File: config.mk
export PLATFORM = sky130hd
export DESIGN_NAME = arp_cache_resolver
export DESIGN_NICKNAME = d
export VERILOG_FILES = /design/src/arpc_pkg.sv /design/src/arp_cache_resolver.sv /design/src/arpc_ctrl.sv /design/src/arpc_datapath.sv
export SDC_FILE = /design/constraint.sdc
export NUM_CORES = 2
export LEC_CHECK = 0
export ABC_CLOCK_PERIOD_IN_PS = 11100
export BUFFER_PORTS_ARGS = -buffer_cell sky130_fd_sc_hd__buf_2
export CAP_MARGIN = 20
export CORE_MARGIN = 10
export CORE_UTILIZATION = 56
export DETAILED_ROUTE_END_ITERATION = 12
export GPL_TIMING_DRIVEN = 0
export PLACE_DENSITY_LB_ADDON = 0.1
export SLEW_MARGIN = 30
export SYNTH_ARGS = -nofsm -noshare
export SYNTH_HDL_FRONTEND = slang
export SYNTH_SLANG_ARGS = --single-unit
File: constraint.sdc
create_clock -name clk -period 11.1 [get_ports clk]
set_input_delay 1.11 -clock clk [delete_from_list [all_inputs] [get_ports clk]]
set_output_delay 1.11 -clock clk [all_outputs]
set_load 0.02 [all_outputs]
File: src/arpc_pkg.sv
`default_nettype none
package arpc_pkg;

    localparam int CACHE_ENTRIES_DEF = 16;

    localparam int MAC_W  = 48;
    localparam int IP_W   = 32;
    localparam int TTL_W  = 32;
    localparam int TICK_W = 48;
    localparam int ACT_W  = 2;
    localparam int FT_W   = 2;
    localparam int CFG_IDX_W  = 1;
    localparam int CFG_DATA_W = 48;
    localparam int IN_DATA_W  = 160;
    localparam int IN_USER_W  = 4;
    localparam int OUT_DATA_W = 160;
    localparam int OUT_USER_W = 3;

    localparam logic [TTL_W-1:0] TTL_RESET = TTL_W'(1000);

    localparam logic [ACT_W-1:0] ACT_SEND  = 2'd0;
    localparam logic [ACT_W-1:0] ACT_FRAME = 2'd1;
    localparam logic [ACT_W-1:0] ACT_TICK  = 2'd2;

    localparam logic [FT_W-1:0] FT_IP      = 2'd0;
    localparam logic [FT_W-1:0] FT_ARP_REQ = 2'd1;
    localparam logic [FT_W-1:0] FT_ARP_REP = 2'd2;

    localparam logic [CFG_IDX_W-1:0] REG_OWN_MAC   = 1'd0;
    localparam logic [CFG_IDX_W-1:0] REG_ENTRY_TTL = 1'd1;

    localparam logic [MAC_W-1:0] MAC_BCAST = '1;
    localparam logic [TICK_W-1:0] TICK_MAX = '1;

    typedef enum logic [2:0] {
        ITEM_DROP,
        ITEM_SEND,
        ITEM_TICK,
        ITEM_UP,
        ITEM_ARP_REQ,
        ITEM_ARP_REP
    } item_t;

    typedef enum logic [1:0] {
        RES_FWD,
        RES_ARP_REQ,
        RES_UP,
        RES_ARP_REP
    } res_t;

    typedef struct packed {
        logic load_item;
        logic tick_inc;
        logic set_host;
        logic scan_clr;
        logic scan_rd;
        logic clr_valid;
        logic wr_exp;
        logic wr_new;
        logic emit;
        res_t res;
    } cmd_t;

    typedef struct packed {
        item_t kind;
        logic  last_addr;
        logic  found;
        logic  live;
        logic  free_found;
        logic  out_free;
    } sts_t;

endpackage
`default_nettype wire

File: src/arp_cache_resolver.sv
// Channel   | Handshake            | Payload
// ----------+----------------------+--------------------------------------------
// s_        | s_tvalid / s_tready  | tdata: dst_mac, src_mac, src_ip, dst_ip;
//           |                      | tuser: action, frame_type
// m_        | m_tvalid / m_tready  | tdata: out_dst_mac, out_src_mac, out_src_ip,
//           |                      | out_dst_ip; tuser: to_ip_layer, out_type
// cfg_      | cfg_valid / cfg_ready| cfg_index, cfg_data
//
// One item at a time. A send or an ARP reply scans the cache one entry per cycle
// through a single read port.
// A tick, a delivered IP frame or an answered ARP request takes no scan.
// Reset clears the valid bits, tick count and host IP; no clearing pass.
// A result waits in the output register; the next item is taken meanwhile,
// and its own result stalls until the output register frees up.
`default_nettype none
module arp_cache_resolver #(
    parameter int CACHE_ENTRIES = arpc_pkg::CACHE_ENTRIES_DEF
) (
    input  wire logic                            clk,
    input  wire logic                            rst_n,
    input  wire logic                            s_tvalid,
    output logic                                 s_tready,
    // dst_mac[47:0], src_mac[95:48], src_ip[127:96], dst_ip[159:128]
    input  wire logic [arpc_pkg::IN_DATA_W-1:0]  s_tdata,
    // action[1:0], frame_type[3:2]
    input  wire logic [arpc_pkg::IN_USER_W-1:0]  s_tuser,
    output logic                                 m_tvalid,
    input  wire logic                            m_tready,
    // out_dst_mac[47:0], out_src_mac[95:48], out_src_ip[127:96], out_dst_ip[159:128]
    output logic [arpc_pkg::OUT_DATA_W-1:0]      m_tdata,
    // to_ip_layer[0], out_type[2:1]
    output logic [arpc_pkg::OUT_USER_W-1:0]      m_tuser,
    input  wire logic                            cfg_valid,
    output logic                                 cfg_ready,
    input  wire logic [arpc_pkg::CFG_IDX_W-1:0]  cfg_index,
    input  wire logic [arpc_pkg::CFG_DATA_W-1:0] cfg_data
);
    import arpc_pkg::*;

    cmd_t cmd;
    sts_t sts;

    assign cfg_ready = 1'b1;

    arpc_ctrl u_ctrl (
        .clk      (clk),
        .rst_n    (rst_n),
        .in_valid (s_tvalid),
        .in_ready (s_tready),
        .sts      (sts),
        .cmd      (cmd)
    );

    arpc_datapath #(
        .CACHE_ENTRIES (CACHE_ENTRIES)
    ) u_datapath (
        .clk       (clk),
        .rst_n     (rst_n),
        .s_tdata   (s_tdata),
        .s_tuser   (s_tuser),
        .m_tvalid  (m_tvalid),
        .m_tready  (m_tready),
        .m_tdata   (m_tdata),
        .m_tuser   (m_tuser),
        .cfg_valid (cfg_valid),
        .cfg_index (cfg_index),
        .cfg_data  (cfg_data),
        .cmd       (cmd),
        .sts       (sts)
    );

endmodule
`default_nettype wire

File: src/arpc_ctrl.sv
`default_nettype none
module arpc_ctrl (
    input  wire logic          clk,
    input  wire logic          rst_n,
    input  wire logic          in_valid,
    output logic               in_ready,
    input  wire arpc_pkg::sts_t sts,
    output arpc_pkg::cmd_t     cmd
);
    import arpc_pkg::*;

    typedef enum logic [5:0] {
        S_IDLE   = 6'b000001,
        S_DISP   = 6'b000010,
        S_SCAN   = 6'b000100,
        S_LAST   = 6'b001000,
        S_DECIDE = 6'b010000,
        S_EMIT   = 6'b100000
    } state_t;

    state_t state_reg, state_next;
    res_t   res_reg, res_next;

    always_ff @(posedge clk or negedge rst_n)
    begin
        if (!rst_n)
        begin
            state_reg <= S_IDLE;
            res_reg   <= RES_FWD;
        end
        else
        begin
            state_reg <= state_next;
            res_reg   <= res_next;
        end
    end

    always_comb
    begin
        state_next = state_reg;
        res_next   = res_reg;
        in_ready   = 1'b0;
        cmd        = '0;
        cmd.res    = res_reg;
        unique case (state_reg)
            S_IDLE:
            begin
                in_ready = 1'b1;
                if (in_valid)
                begin
                    cmd.load_item = 1'b1;
                    state_next    = S_DISP;
                end
            end
            S_DISP:
            begin
                unique case (sts.kind)
                    ITEM_SEND:
                    begin
                        cmd.set_host = 1'b1;
                        cmd.scan_clr = 1'b1;
                        state_next   = S_SCAN;
                    end
                    ITEM_ARP_REP:
                    begin
                        cmd.scan_clr = 1'b1;
                        state_next   = S_SCAN;
                    end
                    ITEM_TICK:
                    begin
                        cmd.tick_inc = 1'b1;
                        state_next   = S_IDLE;
                    end
                    ITEM_UP:
                    begin
                        res_next   = RES_UP;
                        state_next = S_EMIT;
                    end
                    ITEM_ARP_REQ:
                    begin
                        res_next   = RES_ARP_REP;
                        state_next = S_EMIT;
                    end
                    default:
                    begin
                        state_next = S_IDLE;
                    end
                endcase
            end
            S_SCAN:
            begin
                cmd.scan_rd = 1'b1;
                if (sts.last_addr)
                begin
                    state_next = S_LAST;
                end
            end
            S_LAST:
            begin
                state_next = S_DECIDE;
            end
            S_DECIDE:
            begin
                if (sts.kind == ITEM_SEND)
                begin
                    if (sts.found && sts.live)
                    begin
                        res_next = RES_FWD;
                    end
                    else
                    begin
                        cmd.clr_valid = sts.found;
                        res_next      = RES_ARP_REQ;
                    end
                    state_next = S_EMIT;
                end
                else
                begin
                    cmd.wr_exp = sts.found;
                    cmd.wr_new = !sts.found && sts.free_found;
                    state_next = S_IDLE;
                end
            end
            S_EMIT:
            begin
                if (sts.out_free)
                begin
                    cmd.emit   = 1'b1;
                    state_next = S_IDLE;
                end
            end
            default:
            begin
                state_next = S_IDLE;
            end
        endcase
    end

endmodule
`default_nettype wire

File: src/arpc_datapath.sv
`default_nettype none
module arpc_datapath #(
    parameter int CACHE_ENTRIES = arpc_pkg::CACHE_ENTRIES_DEF
) (
    input  wire logic                            clk,
    input  wire logic                            rst_n,
    input  wire logic [arpc_pkg::IN_DATA_W-1:0]  s_tdata,
    input  wire logic [arpc_pkg::IN_USER_W-1:0]  s_tuser,
    output logic                                 m_tvalid,
    input  wire logic                            m_tready,
    output logic [arpc_pkg::OUT_DATA_W-1:0]      m_tdata,
    output logic [arpc_pkg::OUT_USER_W-1:0]      m_tuser,
    input  wire logic                            cfg_valid,
    input  wire logic [arpc_pkg::CFG_IDX_W-1:0]  cfg_index,
    input  wire logic [arpc_pkg::CFG_DATA_W-1:0] cfg_data,
    input  wire arpc_pkg::cmd_t                  cmd,
    output arpc_pkg::sts_t                       sts
);
    import arpc_pkg::*;

    localparam int IDX_W = (CACHE_ENTRIES > 1) ? $clog2(CACHE_ENTRIES) : 1;
    localparam logic [IDX_W-1:0] IDX_LAST = IDX_W'(CACHE_ENTRIES - 1);

    logic [MAC_W-1:0]  own_mac_reg;
    logic [TTL_W-1:0]  ttl_reg;
    logic [IP_W-1:0]   host_ip_reg;
    logic [TICK_W-1:0] tick_reg;

    logic [ACT_W-1:0]  it_act_reg;
    logic [FT_W-1:0]   it_ft_reg;
    logic [MAC_W-1:0]  it_dmac_reg;
    logic [MAC_W-1:0]  it_smac_reg;
    logic [IP_W-1:0]   it_sip_reg;
    logic [IP_W-1:0]   it_dip_reg;

    logic [CACHE_ENTRIES-1:0] valid_reg;
    logic [IP_W-1:0]   ip_mem  [CACHE_ENTRIES];
    logic [MAC_W-1:0]  mac_mem [CACHE_ENTRIES];
    logic [TICK_W-1:0] exp_mem [CACHE_ENTRIES];
    logic [IP_W-1:0]   rd_ip_reg;
    logic [MAC_W-1:0]  rd_mac_reg;
    logic [TICK_W-1:0] rd_exp_reg;

    logic [IDX_W-1:0]  cnt_reg;
    logic              cmp_en_reg;
    logic [IDX_W-1:0]  cmp_idx_reg;
    logic              found_reg;
    logic [IDX_W-1:0]  hit_idx_reg;
    logic [MAC_W-1:0]  hit_mac_reg;
    logic [TICK_W-1:0] hit_exp_reg;
    logic              free_found_reg;
    logic [IDX_W-1:0]  free_idx_reg;

    logic                  out_valid_reg;
    logic                  out_up_reg;
    logic [FT_W-1:0]       out_type_reg;
    logic [MAC_W-1:0]      out_dmac_reg;
    logic [MAC_W-1:0]      out_smac_reg;
    logic [IP_W-1:0]       out_sip_reg;
    logic [IP_W-1:0]       out_dip_reg;

    item_t             kind;
    logic [IP_W-1:0]   key;
    logic              cmp_valid;
    logic              cmp_hit;
    logic [TICK_W:0]   exp_sum;
    logic [TICK_W-1:0] exp_new;
    logic [IDX_W-1:0]  wr_idx;

    always_ff @(posedge clk or negedge rst_n)
    begin
        if (!rst_n)
        begin
            own_mac_reg <= '0;
            ttl_reg     <= TTL_RESET;
        end
        else if (cfg_valid)
        begin
            if (cfg_index == REG_OWN_MAC)
            begin
                own_mac_reg <= cfg_data[MAC_W-1:0];
            end
            else if (cfg_index == REG_ENTRY_TTL)
            begin
                ttl_reg <= cfg_data[TTL_W-1:0];
            end
        end
    end

    always_ff @(posedge clk)
    begin
        if (cmd.load_item)
        begin
            it_act_reg  <= s_tuser[ACT_W-1:0];
            it_ft_reg   <= s_tuser[ACT_W+FT_W-1:ACT_W];
            it_dmac_reg <= s_tdata[MAC_W-1:0];
            it_smac_reg <= s_tdata[2*MAC_W-1:MAC_W];
            it_sip_reg  <= s_tdata[2*MAC_W+IP_W-1:2*MAC_W];
            it_dip_reg  <= s_tdata[2*MAC_W+2*IP_W-1:2*MAC_W+IP_W];
        end
    end

    always_comb
    begin
        kind = ITEM_DROP;
        priority if (it_act_reg == ACT_SEND)
        begin
            kind = ITEM_SEND;
        end
        else if (it_act_reg == ACT_TICK)
        begin
            kind = ITEM_TICK;
        end
        else if (it_act_reg == ACT_FRAME)
        begin
            priority if (it_ft_reg == FT_IP && it_dmac_reg == own_mac_reg)
            begin
                kind = ITEM_UP;
            end
            else if (it_ft_reg == FT_ARP_REQ && it_dip_reg == host_ip_reg)
            begin
                kind = ITEM_ARP_REQ;
            end
            else if (it_ft_reg == FT_ARP_REP && it_dmac_reg == own_mac_reg)
            begin
                kind = ITEM_ARP_REP;
            end
            else
            begin
                kind = ITEM_DROP;
            end
        end
        else
        begin
            kind = ITEM_DROP;
        end
    end

    always_ff @(posedge clk or negedge rst_n)
    begin
        if (!rst_n)
        begin
            host_ip_reg <= '0;
            tick_reg    <= '0;
        end
        else
        begin
            if (cmd.set_host)
            begin
                host_ip_reg <= it_sip_reg;
            end
            if (cmd.tick_inc && tick_reg != TICK_MAX)
            begin
                tick_reg <= tick_reg + TICK_W'(1);
            end
        end
    end

    assign key       = (kind == ITEM_SEND) ? it_dip_reg : it_sip_reg;
    assign cmp_valid = valid_reg[cmp_idx_reg];
    assign cmp_hit   = cmp_en_reg && cmp_valid && rd_ip_reg == key;
    assign exp_sum   = {1'b0, tick_reg} + {{(TICK_W+1-TTL_W){1'b0}}, ttl_reg};
    assign exp_new   = exp_sum[TICK_W] ? TICK_MAX : exp_sum[TICK_W-1:0];
    assign wr_idx    = cmd.wr_new ? free_idx_reg : hit_idx_reg;

    always_ff @(posedge clk)
    begin
        if (cmd.scan_rd)
        begin
            rd_ip_reg  <= ip_mem[cnt_reg];
            rd_mac_reg <= mac_mem[cnt_reg];
            rd_exp_reg <= exp_mem[cnt_reg];
        end
    end

    always_ff @(posedge clk)
    begin
        if (cmd.wr_new)
        begin
            ip_mem[wr_idx]  <= it_sip_reg;
            mac_mem[wr_idx] <= it_smac_reg;
        end
        if (cmd.wr_new || cmd.wr_exp)
        begin
            exp_mem[wr_idx] <= exp_new;
        end
    end

    always_ff @(posedge clk or negedge rst_n)
    begin
        if (!rst_n)
        begin
            valid_reg <= '0;
        end
        else if (cmd.wr_new)
        begin
            valid_reg[free_idx_reg] <= 1'b1;
        end
        else if (cmd.clr_valid)
        begin
            valid_reg[hit_idx_reg] <= 1'b0;
        end
    end

    always_ff @(posedge clk or negedge rst_n)
    begin
        if (!rst_n)
        begin
            cnt_reg        <= '0;
            cmp_en_reg     <= 1'b0;
            cmp_idx_reg    <= '0;
            found_reg      <= 1'b0;
            free_found_reg <= 1'b0;
        end
        else
        begin
            cmp_en_reg  <= cmd.scan_rd;
            cmp_idx_reg <= cnt_reg;
            if (cmd.scan_clr)
            begin
                cnt_reg        <= '0;
                found_reg      <= 1'b0;
                free_found_reg <= 1'b0;
            end
            else
            begin
                if (cmd.scan_rd)
                begin
                    cnt_reg <= cnt_reg + IDX_W'(1);
                end
                if (cmp_hit && !found_reg)
                begin
                    found_reg <= 1'b1;
                end
                if (cmp_en_reg && !cmp_valid && !free_found_reg)
                begin
                    free_found_reg <= 1'b1;
                end
            end
        end
    end

    always_ff @(posedge clk)
    begin
        if (cmp_hit && !found_reg)
        begin
            hit_idx_reg <= cmp_idx_reg;
            hit_mac_reg <= rd_mac_reg;
            hit_exp_reg <= rd_exp_reg;
        end
        if (cmp_en_reg && !cmp_valid && !free_found_reg)
        begin
            free_idx_reg <= cmp_idx_reg;
        end
    end

    always_ff @(posedge clk or negedge rst_n)
    begin
        if (!rst_n)
        begin
            out_valid_reg <= 1'b0;
        end
        else if (cmd.emit)
        begin
            out_valid_reg <= 1'b1;
        end
        else if (m_tready)
        begin
            out_valid_reg <= 1'b0;
        end
    end

    always_ff @(posedge clk)
    begin
        if (cmd.emit)
        begin
            unique case (cmd.res)
                RES_FWD:
                begin
                    out_up_reg   <= 1'b0;
                    out_type_reg <= FT_IP;
                    out_dmac_reg <= hit_mac_reg;
                    out_smac_reg <= own_mac_reg;
                    out_sip_reg  <= it_sip_reg;
                    out_dip_reg  <= it_dip_reg;
                end
                RES_ARP_REQ:
                begin
                    out_up_reg   <= 1'b0;
                    out_type_reg <= FT_ARP_REQ;
                    out_dmac_reg <= MAC_BCAST;
                    out_smac_reg <= own_mac_reg;
                    out_sip_reg  <= it_sip_reg;
                    out_dip_reg  <= it_dip_reg;
                end
                RES_UP:
                begin
                    out_up_reg   <= 1'b1;
                    out_type_reg <= FT_IP;
                    out_dmac_reg <= it_dmac_reg;
                    out_smac_reg <= it_smac_reg;
                    out_sip_reg  <= it_sip_reg;
                    out_dip_reg  <= it_dip_reg;
                end
                RES_ARP_REP:
                begin
                    out_up_reg   <= 1'b0;
                    out_type_reg <= FT_ARP_REP;
                    out_dmac_reg <= it_smac_reg;
                    out_smac_reg <= own_mac_reg;
                    out_sip_reg  <= it_dip_reg;
                    out_dip_reg  <= it_sip_reg;
                end
                default:
                begin
                    out_up_reg   <= 1'b0;
                    out_type_reg <= FT_IP;
                    out_dmac_reg <= it_dmac_reg;
                    out_smac_reg <= it_smac_reg;
                    out_sip_reg  <= it_sip_reg;
                    out_dip_reg  <= it_dip_reg;
                end
            endcase
        end
    end

    assign m_tvalid = out_valid_reg;
    assign m_tdata  = {out_dip_reg, out_sip_reg, out_smac_reg, out_dmac_reg};
    assign m_tuser  = {out_type_reg, out_up_reg};

    assign sts.kind       = kind;
    assign sts.last_addr  = (cnt_reg == IDX_LAST);
    assign sts.found      = found_reg;
    assign sts.live       = (hit_exp_reg >= tick_reg);
    assign sts.free_found = free_found_reg;
    assign sts.out_free   = !out_valid_reg || m_tready;

endmodule
`default_nettype wire

==> results.json <==
{
  "status": "finished, final reports clean",
  "ios": 384,
  "crit_start": "u_datapath.it_act_reg[1]",
  "post-synth-top-count-cell": "edfxtp_1",
  "synthAdderAreaFrac": 0.00960,
  "antenna_found_initial": 15,
  "post-cts-setup-buffers": 0,
  "cts_resized": 0,
  "synthMuxAreaShare": 0.165,
  "leakagePower_nw": 42.5,
  "numPortBuffers": 382,
  "gp_congestion": 0.896,
  "finalNonFillerCells": 8781,
  "grt_overflow": 0,
  "dieArea_um2": 213000,
  "final-setup-viol-count": 0,
  "synthXorXnorAreaFrac": 0.0152,
  "synth_edf_count": 2607,
  "antenna_left": 0,
  "critPathArrivalTime_ns": 5.93,
  "post-dp-hpwl_mm": 213,
  "reg.largest.list": "u_datapath.exp_mem (768), u_datapath.mac_mem (768), u_datapath.ip_mem (512)",
  "min_path_type": "input pin to asynchronous set/reset pin",
  "dpl_cell_area_um2": 119000,
  "yosys.area.top_type": "edfxtp_1",
  "p_total_mw": 25.1,
  "clock-root-buffer": "clkbuf_16",
  "ctsLongestPathBuffers": 4,
  "crit_type": "flop to flop",
  "wl_per_cell_um": 35.0,
  "synth_area_leaders": "edfxtp_1 (72%), mux4_2 (13%), dfrtp_1 (4.3%)",
  "ir_worst_vdd_uv": 186,
  "clk_pin_slew_ns": 0.06,
  "track_usage": 0.289,
  "synth_top_area_share": 0.718,
  "crit_required_ns": 11.70,
  "cts_tree": "yes",
  "ctsHoldBuffers": 0,
  "hold_ws_ns": 0.106,
  "htreeDepth": 5,
  "synth-simple-area-share": 0.0216,
  "drtPass1Iterations": 6,
  "drt_wl_total_mm": 308,
  "syn_area_um2": 109000,
  "ys_seq_elements": 2803,
  "finalCritPeriodShare": 0.480,
  "ys_warn_count": 0,
  "seq_area_frac_synth": 0.763,
  "end_kind": "flop",
  "grt_pass1_wl_mm": 432,
  "drive_gt1_frac": 0.348,
  "grt_start_max_net_pins": 76,
  "netlist-cell-type-count": 83,
  "fp.dieW_um": 461,
  "cp_max_fo": 11,
  "synth_area_per_cell_um2": 21.6,
  "drc": 0,
  "design_area_um2": 129000,
  "numCtsBuffers": 300,
  "cap_violations": 0,
  "yosys-top-cells-count": "edfxtp_1 (2607), mux4_2 (645), mux2_2 (227)",
  "dr.first_iter.drc_count": 7800,
  "fin_skew_ns": 0.0411,
  "syn_inst": 5035,
  "p_per_area_nw_per_um2": 195,
  "core_area_um2": 193000,
  "relSlewSlack": 0.294,
  "synthArstFlopShare": 0.0699,
  "final_nets": 6327,
  "slew_violations": 0,
  "synth_top_family_by_area": "multiplexers",
  "rsz0062_at_grt": "no",
  "initial_core_util": 0.565,
  "viasPerCell": 6.47,
  "clk_latency_ns": 0.94,
  "synth_top_flop_cell": "edfxtp_1",
  "die_h_um": 461,
  "grt_pass1_vias": 56986,
  "r2r-start": "u_datapath.it_act_reg[1]",
  "dr_total_vias": 56803,
  "area_growth_pct": 18.0,
  "fmax_mhz": 188,
  "synth-compound-area-share": 0.0152,
  "placedCellCount": 8249,
  "start_kind": "flop",
  "min_period_ns": 5.32,
  "num_rows": 161,
  "hold_viol_final": 0,
  "cts_sinks": 2803,
  "tns_ns": 0,
  "tightest_slew_ns": 1.06,
  "syn_nets": 5336
}
==> path summary, 6_finish.rpt <==
kind	to	cells past startpoint	slack, ns
max	u_datapath.hit_exp_reg[21]	12	5.78
min	u_datapath.own_mac_reg[41]	1	0.11
max reg2reg	u_datapath.hit_exp_reg[21]	12	5.78
min reg2reg	u_datapath.cmp_idx_reg[2]	0	0.39
max in group asynchronous	u_datapath.host_ip_reg[21]	2	10.03
min in group clk	u_datapath.it_dmac_reg[30]	1	0.35
==> area by class of cell <==
cell class	instances	area, um2
repair buffers	689	6610
flip-flops and latches	2803	83200
plain buffers	215	973
diodes	12	30.0
clock buffers	397	8240
multi-input cells	1946	25000
clock inverters	122	1070
fillers	12318	64400
well taps	2526	3160
inverters	71	274
==> per-stage QoR <==
step	util	setup slack (ns)
6_report	0.666	5.78
5_1_grt	0.666	5.62
4_1_cts	0.666	5.73
3_5_place_dp	0.618	5.79
3_3_place_gp	0.591	-11.04
2_1_floorplan	-	1.07
==> cells by family after synthesis <==
group / Yosys count
multiplexers: 957
AND/OR/NAND/NOR: 449
XOR/XNOR: 189
AO/OA/AOI/OAI: 267
other: 1
flip-flops: 2803
adder cells (fa/ha/maj): 83
buffers and inverters: 286
==> critical path, cell delays in order, from the launching register on <==
cell and delay, ns:
edfxtp_1 0.55, nor2_1 0.72, clkbuf_2 0.60, mux2i_1 0.34, xnor2_1 0.10, nor3_1 0.62, nand3_1 0.31, nor4_4 0.55
buf_6 0.22, buf_4 0.22, buf_4 0.23, buf_4 0.24, buf_4 0.25
==> power breakdown <==
group	leakage [nW]	switching, mW	total (mW)	internal [mW]
clock network	4.58	3.96	9.62	5.66
logic	11.8	1.51	2.70	1.19
registers	26.1	0.579	12.8	12.2
total	42.5	6.05	25.1	19.1
==> layout by cell type, fill, tap and decap left out, types with 20 or more instances in the layout <==
master     count
buf_2        504
clkbuf_2      54
nand2_1       96
nor4_1        29
a21o_1        23
nand4_1       34
clkbuf_16    309
bufinv_16     20
nand3_1       39
clkbuf_1     161
xor2_1        85
buf_16       114
edfxtp_1    2607
nor2_4        22
mux2i_1       83
buf_4        101
dfrtp_1      189
mux2_2       227
nor2_1        96
mux4_2       645
clkinv_1      53
o21ai_0       37
inv_1         69
a21oi_1      124
xnor2_1      102
clkinv_2      43
ha_1          82
==> metal layers <==
layer	GRT usage	part of all wire
met5	0	0.000039
met4	0.108	0.041
met3	0.0593	0.099
met2	0.457	0.48
met1	0.403	0.38
(Power assumes the default switching activity.)
